$ cat src/sv/cid_pkg.sv
// Package for the instruction decoder: payload types, opcode constants and
// the opcode / EXT sub-opcode lookup functions. No dependencies.
package cid_pkg;

  // Operation class codes that are not taken from a table entry
  localparam logic [5:0] CLASS_EXT_UNKNOWN = 6'd52;
  localparam logic [5:0] CLASS_UNKNOWN     = 6'd53;
  localparam logic [7:0] EXT_PREFIX        = 8'h1F;

  // Opcodes with their own length or immediate placement
  localparam logic [7:0] OP_05 = 8'h05;
  localparam logic [7:0] OP_60 = 8'h60;
  localparam logic [7:0] OP_64 = 8'h64;
  localparam logic [7:0] OP_68 = 8'h68;
  localparam logic [7:0] OP_69 = 8'h69;

  // Class bases of each opcode group
  localparam logic [5:0] CLASS_GRP_20 = 6'd7;
  localparam logic [5:0] CLASS_GRP_40 = 6'd15;
  localparam logic [5:0] CLASS_GRP_50 = 6'd21;
  localparam logic [5:0] CLASS_GRP_60 = 6'd31;
  localparam logic [5:0] CLASS_OP_68  = 6'd36;
  localparam logic [5:0] CLASS_OP_69  = 6'd37;
  localparam logic [5:0] CLASS_EXT_00 = 6'd38;
  localparam logic [5:0] CLASS_EXT_10 = 6'd44;

  localparam logic [2:0] LEN_1 = 3'd1;
  localparam logic [2:0] LEN_2 = 3'd2;
  localparam logic [2:0] LEN_3 = 3'd3;
  localparam logic [2:0] LEN_4 = 3'd4;

  // Result of one table lookup
  typedef struct packed {
    logic       hit;
    logic [5:0] op_class;
    logic [2:0] len;
  } dec_t;

  // Stage 2 payload: lookups done, address offset by three
  typedef struct packed {
    dec_t        base_dec;
    dec_t        ext_dec;
    logic        is_ext;
    logic        imm_lo_sel;
    logic [15:0] addr_p3;
    logic [7:0]  byte_one;
    logic [7:0]  byte_two;
    logic [7:0]  byte_three;
  } s2_t;

  // Final result item
  typedef struct packed {
    logic [5:0]  op_class;
    logic [2:0]  instr_length;
    logic [3:0]  dest_reg;
    logic [3:0]  src_reg;
    logic [15:0] imm_value;
    logic [15:0] branch_target;
    logic        is_unknown;
  } res_t;

  // Base opcode table
  function automatic dec_t base_lookup(input logic [7:0] op);
    dec_t d;
    d.hit      = 1'b1;
    d.op_class = CLASS_UNKNOWN;
    d.len      = LEN_1;
    case (op) inside
      [8'h00:8'h06]: begin
        d.op_class = {3'b000, op[2:0]};
        d.len      = (op == OP_05) ? LEN_3 : LEN_1;
      end
      [8'h20:8'h27]: begin
        d.op_class = CLASS_GRP_20 + {3'b000, op[2:0]};
        d.len      = (op[2:0] == 3'd0 || op[2:0] == 3'd4 || op[2:0] == 3'd5) ? LEN_2 : LEN_4;
      end
      [8'h40:8'h45]: begin
        d.op_class = CLASS_GRP_40 + {3'b000, op[2:0]};
        d.len      = op[0] ? LEN_4 : LEN_2;
      end
      [8'h50:8'h59]: begin
        d.op_class = CLASS_GRP_50 + {2'b00, op[3:0]};
        d.len      = (op[0] && op[3:0] <= 4'd5) ? LEN_4 : LEN_2;
      end
      [OP_60:OP_64]: begin
        d.op_class = CLASS_GRP_60 + {3'b000, op[2:0]};
        d.len      = LEN_3;
      end
      OP_68: begin
        d.op_class = CLASS_OP_68;
        d.len      = LEN_3;
      end
      OP_69: begin
        d.op_class = CLASS_OP_69;
        d.len      = LEN_1;
      end
      default: begin
        d.hit = 1'b0;
      end
    endcase
    return d;
  endfunction

  // EXT sub-opcode table
  function automatic dec_t ext_lookup(input logic [7:0] sub);
    dec_t d;
    d.hit      = 1'b1;
    d.op_class = CLASS_EXT_UNKNOWN;
    d.len      = LEN_2;
    case (sub) inside
      [8'h00:8'h05]: begin
        d.op_class = CLASS_EXT_00 + {3'b000, sub[2:0]};
      end
      [8'h10:8'h17]: begin
        d.op_class = CLASS_EXT_10 + {3'b000, sub[2:0]};
        d.len      = sub[0] ? LEN_2 : LEN_4;
      end
      default: begin
        d.hit = 1'b0;
      end
    endcase
    return d;
  endfunction

endpackage

$ cat src/sv/cid_lookup.sv
// Stage 2 of the decoder: table lookups on the opcode and sub-opcode, and
// the address-plus-three add. Depends on cid_pkg.
module cid_lookup (
  input  logic                clk_i,
  input  logic                rst_ni,
  input  logic                valid_i,
  output logic                ready_o,
  input  logic [15:0]         addr_i,
  input  logic [7:0]          byte_zero_i,
  input  logic [7:0]          byte_one_i,
  input  logic [7:0]          byte_two_i,
  input  logic [7:0]          byte_three_i,
  output logic                valid_o,
  input  logic                ready_i,
  output cid_pkg::s2_t        data_o
);

  logic         valid_q;
  cid_pkg::s2_t data_q, data_d;

  // Stage moves when empty or when downstream takes the item
  assign ready_o = !valid_q || ready_i;

  // Lookups and address offset
  always_comb begin
    data_d.base_dec   = cid_pkg::base_lookup(byte_zero_i);
    data_d.ext_dec    = cid_pkg::ext_lookup(byte_one_i);
    data_d.is_ext     = (byte_zero_i == cid_pkg::EXT_PREFIX);
    data_d.imm_lo_sel = byte_zero_i inside {cid_pkg::OP_05, cid_pkg::OP_68,
                                            [cid_pkg::OP_60:cid_pkg::OP_64]};
    data_d.addr_p3    = addr_i + 16'd3;
    data_d.byte_one   = byte_one_i;
    data_d.byte_two   = byte_two_i;
    data_d.byte_three = byte_three_i;
  end

  always_ff @(posedge clk_i or negedge rst_ni) begin
    if (!rst_ni) begin
      valid_q <= 1'b0;
    end else if (ready_o) begin
      valid_q <= valid_i;
    end
  end

  always_ff @(posedge clk_i) begin
    if (ready_o && valid_i) begin
      data_q <= data_d;
    end
  end

  assign valid_o = valid_q;
  assign data_o  = data_q;

endmodule

$ cat src/sv/cid_resolve.sv
// Stage 3 of the decoder: picks class, length and immediate, adds the
// branch offset, and holds the result item. Depends on cid_pkg.
module cid_resolve (
  input  logic                clk_i,
  input  logic                rst_ni,
  input  logic                valid_i,
  output logic                ready_o,
  input  cid_pkg::s2_t        data_i,
  output logic                valid_o,
  input  logic                ready_i,
  output cid_pkg::res_t       res_o
);

  logic          valid_q;
  cid_pkg::res_t res_q, res_d;
  logic [15:0]   imm_lo;
  logic [15:0]   imm_hi;

  assign ready_o = !valid_q || ready_i;

  // Final field selection
  always_comb begin
    imm_lo = {data_i.byte_two, data_i.byte_one};
    imm_hi = {data_i.byte_three, data_i.byte_two};
    if (data_i.is_ext) begin
      res_d.op_class     = data_i.ext_dec.hit ? data_i.ext_dec.op_class
                                              : cid_pkg::CLASS_EXT_UNKNOWN;
      res_d.instr_length = data_i.ext_dec.hit ? data_i.ext_dec.len : cid_pkg::LEN_2;
      res_d.is_unknown   = !data_i.ext_dec.hit;
    end else begin
      res_d.op_class     = data_i.base_dec.hit ? data_i.base_dec.op_class
                                               : cid_pkg::CLASS_UNKNOWN;
      res_d.instr_length = data_i.base_dec.hit ? data_i.base_dec.len : cid_pkg::LEN_1;
      res_d.is_unknown   = !data_i.base_dec.hit;
    end
    res_d.dest_reg      = data_i.byte_one[7:4];
    res_d.src_reg       = data_i.byte_one[3:0];
    res_d.imm_value     = data_i.imm_lo_sel ? imm_lo : imm_hi;
    res_d.branch_target = data_i.addr_p3 + imm_lo;
  end

  always_ff @(posedge clk_i or negedge rst_ni) begin
    if (!rst_ni) begin
      valid_q <= 1'b0;
    end else if (ready_o) begin
      valid_q <= valid_i;
    end
  end

  always_ff @(posedge clk_i) begin
    if (ready_o && valid_i) begin
      res_q <= res_d;
    end
  end

  assign valid_o = valid_q;
  assign res_o   = res_q;

endmodule

$ cat src/sv/custom_isa_instruction_decoder.sv
// Top level of the instruction decoder: input register stage, lookup and
// resolve stages. Depends on cid_pkg, cid_lookup and cid_resolve.
//
//   channel | handshake                  | payload
//   --------+----------------------------+------------------------------------
//   in      | in_valid_i / in_ready_o    | instr_address_i, byte_zero_i..three_i
//   out     | out_valid_o / out_ready_i  | op_class_o .. is_unknown_o
//
// One item per cycle while the output is not stalled; each item passes the input
// register, lookup stage and resolve/output stage in turn.
// Reset clears only the stage valid bits; payload registers are not reset.
// A stall at the output backs up stage by stage; empty stages still fill,
// so nothing is dropped or repeated.
module custom_isa_instruction_decoder (
  input  logic        clk_i,
  input  logic        rst_ni,
  input  logic        in_valid_i,
  output logic        in_ready_o,
  input  logic [15:0] instr_address_i,
  input  logic [7:0]  byte_zero_i,
  input  logic [7:0]  byte_one_i,
  input  logic [7:0]  byte_two_i,
  input  logic [7:0]  byte_three_i,
  output logic        out_valid_o,
  input  logic        out_ready_i,
  output logic [5:0]  op_class_o,
  output logic [2:0]  instr_length_o,
  output logic [3:0]  dest_reg_o,
  output logic [3:0]  src_reg_o,
  output logic [15:0] imm_value_o,
  output logic [15:0] branch_target_o,
  output logic        is_unknown_o
);

  logic          s1_valid_q;
  logic [15:0]   s1_addr_q;
  logic [7:0]    s1_b0_q, s1_b1_q, s1_b2_q, s1_b3_q;
  logic          s2_ready;
  logic          s2_valid;
  cid_pkg::s2_t  s2_data;
  logic          s3_ready;
  cid_pkg::res_t res;

  // Input register stage
  assign in_ready_o = !s1_valid_q || s2_ready;

  always_ff @(posedge clk_i or negedge rst_ni) begin
    if (!rst_ni) begin
      s1_valid_q <= 1'b0;
    end else if (in_ready_o) begin
      s1_valid_q <= in_valid_i;
    end
  end

  always_ff @(posedge clk_i) begin
    if (in_ready_o && in_valid_i) begin
      s1_addr_q <= instr_address_i;
      s1_b0_q   <= byte_zero_i;
      s1_b1_q   <= byte_one_i;
      s1_b2_q   <= byte_two_i;
      s1_b3_q   <= byte_three_i;
    end
  end

  // Table lookups
  cid_lookup u_lookup (
    .clk_i        (clk_i),
    .rst_ni       (rst_ni),
    .valid_i      (s1_valid_q),
    .ready_o      (s2_ready),
    .addr_i       (s1_addr_q),
    .byte_zero_i  (s1_b0_q),
    .byte_one_i   (s1_b1_q),
    .byte_two_i   (s1_b2_q),
    .byte_three_i (s1_b3_q),
    .valid_o      (s2_valid),
    .ready_i      (s3_ready),
    .data_o       (s2_data)
  );

  // Field selection and output register
  cid_resolve u_resolve (
    .clk_i   (clk_i),
    .rst_ni  (rst_ni),
    .valid_i (s2_valid),
    .ready_o (s3_ready),
    .data_i  (s2_data),
    .valid_o (out_valid_o),
    .ready_i (out_ready_i),
    .res_o   (res)
  );

  assign op_class_o      = res.op_class;
  assign instr_length_o  = res.instr_length;
  assign dest_reg_o      = res.dest_reg;
  assign src_reg_o       = res.src_reg;
  assign imm_value_o     = res.imm_value;
  assign branch_target_o = res.branch_target;
  assign is_unknown_o    = res.is_unknown;

endmodule

$ cat config.mk
export PLATFORM = sky130hd
export DESIGN_NAME = custom_isa_instruction_decoder
export DESIGN_NICKNAME = d
export VERILOG_FILES = /design/src/sv/cid_pkg.sv /design/src/sv/cid_lookup.sv /design/src/sv/cid_resolve.sv /design/src/sv/custom_isa_instruction_decoder.sv
export SDC_FILE = /design/constraint.sdc
export NUM_CORES = 1
export LEC_CHECK = 0
export ABC_AREA = 1
export BUFFER_PORTS_ARGS = -buffer_cell sky130_fd_sc_hd__buf_2
export CAP_MARGIN = 25
export CORE_MARGIN = 2
export CORE_UTILIZATION = 57
export CTS_CLUSTER_DIAMETER = 30
export DETAILED_ROUTE_END_ITERATION = 10
export MAX_ROUTING_LAYER = met4
export PLACE_DENSITY_LB_ADDON = 0.05
export SLEW_MARGIN = 30
export SYNTH_ARGS = -nofsm -noshare
export SYNTH_HDL_FRONTEND = slang
export SYNTH_SLANG_ARGS = --single-unit
$ cat constraint.sdc
create_clock -name clk_i -period 3.67 [get_ports clk_i]
set_input_delay 0.367 -clock clk_i [delete_from_list [all_inputs] [get_ports clk_i]]
set_output_delay 0.367 -clock clk_i [all_outputs]
set_load 0.005 [all_outputs]
==> metrics <==
Design Area, Final=8180 sq um; largest net degree at the start of global routing=51; CP max FO=4; Data required, critical path=3840 ps; element type at the critical path end=flop; Antenna Nets Post-Route=0; Synth area leader=edfxtp_1; vias in the first global route=4058; Final Instance Count excl. Fillers=820; Slew HR=0.457; Via Count=4305; reg2reg end=u_resolve.res_o[9]; worst r2r src=u_lookup.data_o[16]; All-Layer GR Usage=0.221; IO Pins=104; CP startpoint=u_lookup.data_o[16]; Most used DFF post-synth=edfxtp_1; Final Total Pwr=5.27 mW; Leakage=3.37 nW; Sink Count=161; RSZ-0062 raised after global routing=no; syn_nets=613; first-pass GRT wire length=20.5 mm; worst hold slack=112 ps; asr flop ratio synth=0.0186; GPL Wtd Cong=0.823; Hold/Removal Path Class=input pin to flop; Worst R2R Path Depth=9; grt ovf=0; min cycle time layout=2050 ps; post-synthesis sequential area ratio=0.700; R2R Setup Slk=1620 ps; Synth Warn #=0; final core utilization=0.687; Yosys cell types=42; setup TNS=0 ps; top cells by area, synth=edfxtp_1 69%, nand2_1 5.3%, ha_1 4.0%; Mapped Cells=538; VDD IR max=429 uV; number of remaining DRC errors=0; P&R area growth vs syn=18.9%; ant diodes=0; placed cells=786; clk buf depth=2; Hold Violations, Final=0; Post-Place Worst Slack=1620 ps; area of the mapped netlist=6880 sq um; core area=11900 sq um; WL per Instance=15.9 um; Total Wirelength=13.0 mm; Crit Path Category=flop to flop; Detailed Routing Iterations Pass 1=5; CTS H-tree lvls=4; Starting Density=0.578; dpl cell area=7590 sq um; initial DRC count=316; worst hold stages=1; Mean Syn Cell Area=12.8 sq um; Post-CTS Setup Bufs=0; clock latency on the worst-skew pair=430 ps; die height=114 um; Final HPWL DP=9.33 mm; die area=13000 sq um; commonest non-fill, non-tap cell in the layout=edfxtp_1; initial antenna violation count=0; nets@finish=735; standard-cell row count=40; crit path DAT=2220 ps; max_cap viols=0; commonest non-fill, non-tap cells in the layout=158 x edfxtp_1, 103 x buf_2, 97 x nand2_1, 52 x inv_1, 45 x nor2_1; share of layout cells above drive strength 1=0.242; Tcrit/Tclk final=0.558; Synth top area share=0.690; worst slew pin tran=814 ps; CTS Root Buffer Type=clkbuf_16; skew final=12.3 ps; number of setup violations in the final report=0; run status=finished, final reports clean; Worst Setup EP=u_resolve.res_o[9]; post-route worst setup slack=1620 ps; Worst-path clk slew=60 ps; Port Buffers=103; fin. max-slew vios=0; #FFs+latches synth=161; EDFF count, synth=158; CTS tree=done; die width=114 um; launching element type of the critical path=flop; TritonCTS buffer count=17; Pwr Density=644 nW/um^2; via density per instance=5.25; Max Freq=488 MHz
==> synthesized netlist by cell type (6+ instances only) <==
master / instances
a21oi_1: 28
edfxtp_1: 158
ha_1: 22
inv_1: 54
nand2_1: 97
nand2_2: 7
nand3_1: 25
nand4_1: 6
nor2_1: 45
o21ai_0: 22
xnor2_1: 12
xor2_1: 15
==> repair_timing <==
| action | 4_1_cts | 5_1_grt |
|---|---|---|
| hold buffers | 1 | 0 |
| gates resized for setup | 0 | 0 |
| endpoints found under the hold margin | 3 | 0 |
==> area by class of cell <==
class / instances / area [sq um]
Clock buffer: 17 / 425
Fill cell: 876 / 3730
Clock inverter: 15 / 146
Timing Repair Buffer: 107 / 552
Inverter: 56 / 214
Sequential cell: 161 / 4820
Tap cell: 147 / 184
Multi-Input combinational cell: 317 / 1840
==> cell families (layout without fill, tap and decap cells) <==
| family | count (synthesis) | count (layout) | share of synthesized area |
|---|---|---|---|
| simple gates | 197 | 197 | 0.127 |
| flops | 161 | 161 | 0.700 |
| compound gates | 70 | 70 | 0.0620 |
| buf+inv | 60 | 195 | 0.0336 |
| xor+xnor | 27 | 27 | 0.0344 |
| fa+ha+maj | 23 | 23 | 0.0429 |
==> critical path, stage by stage, from the launching register on <==
cell	delay, ps
edfxtp_1	430
ha_1	260
fa_1	440
nand3_1	100
nand2_1	100
nand2_1	80
nand2_1	110
nand2_1	80
nand2_1	50
xor2_1	150
==> sequential cells by signal, indices dropped and copies added (netlist names) <==
register,cells
s1_b1_q,8
u_lookup.data_o,60
s1_b0_q,8
s1_b2_q,8
s1_valid_q,1
u_resolve.valid_o,1
s1_b3_q,8
u_resolve.res_o,50
u_lookup.valid_o,1
s1_addr_q,16
==> how the worst min path moves through the flow <==
| stage | startpoint | endpoint |
|---|---|---|
| 2_1_floorplan | rst_ni | s1_valid_q |
| 3_3_place_gp | rst_ni | u_resolve.valid_o |
| 3_5_place_dp | rst_ni | u_lookup.valid_o |
| 4_1_cts | byte_two_i[5] | s1_b2_q[5] |
| 5_1_grt | byte_two_i[5] | s1_b2_q[5] |
| 6_report | byte_two_i[5] | s1_b2_q[5] |
==> routing by layer <==
| metal | GRT usage | part of all wire | vias up |
|---|---|---|---|
| met4 | 0.0927 | 0.024 | 0 |
| met1 | 0.307 | 0.47 | 1985 |
| li1 | - | - | 2137 |
| met2 | 0.316 | 0.44 | 161 |
| met5 | - | 0 | - |
| met3 | 0.0531 | 0.064 | 22 |
==> report_power, final <==
group / leakage (nW) / switching (mW) / total [mW] / internal (mW)
Clock: 0.277 / 0.754 / 1.71 / 0.953
Combinational: 1.55 / 0.587 / 0.933 / 0.345
Sequential: 1.54 / 0.149 / 2.63 / 2.48
No activity file was read; power rests on OpenSTA's default activity.
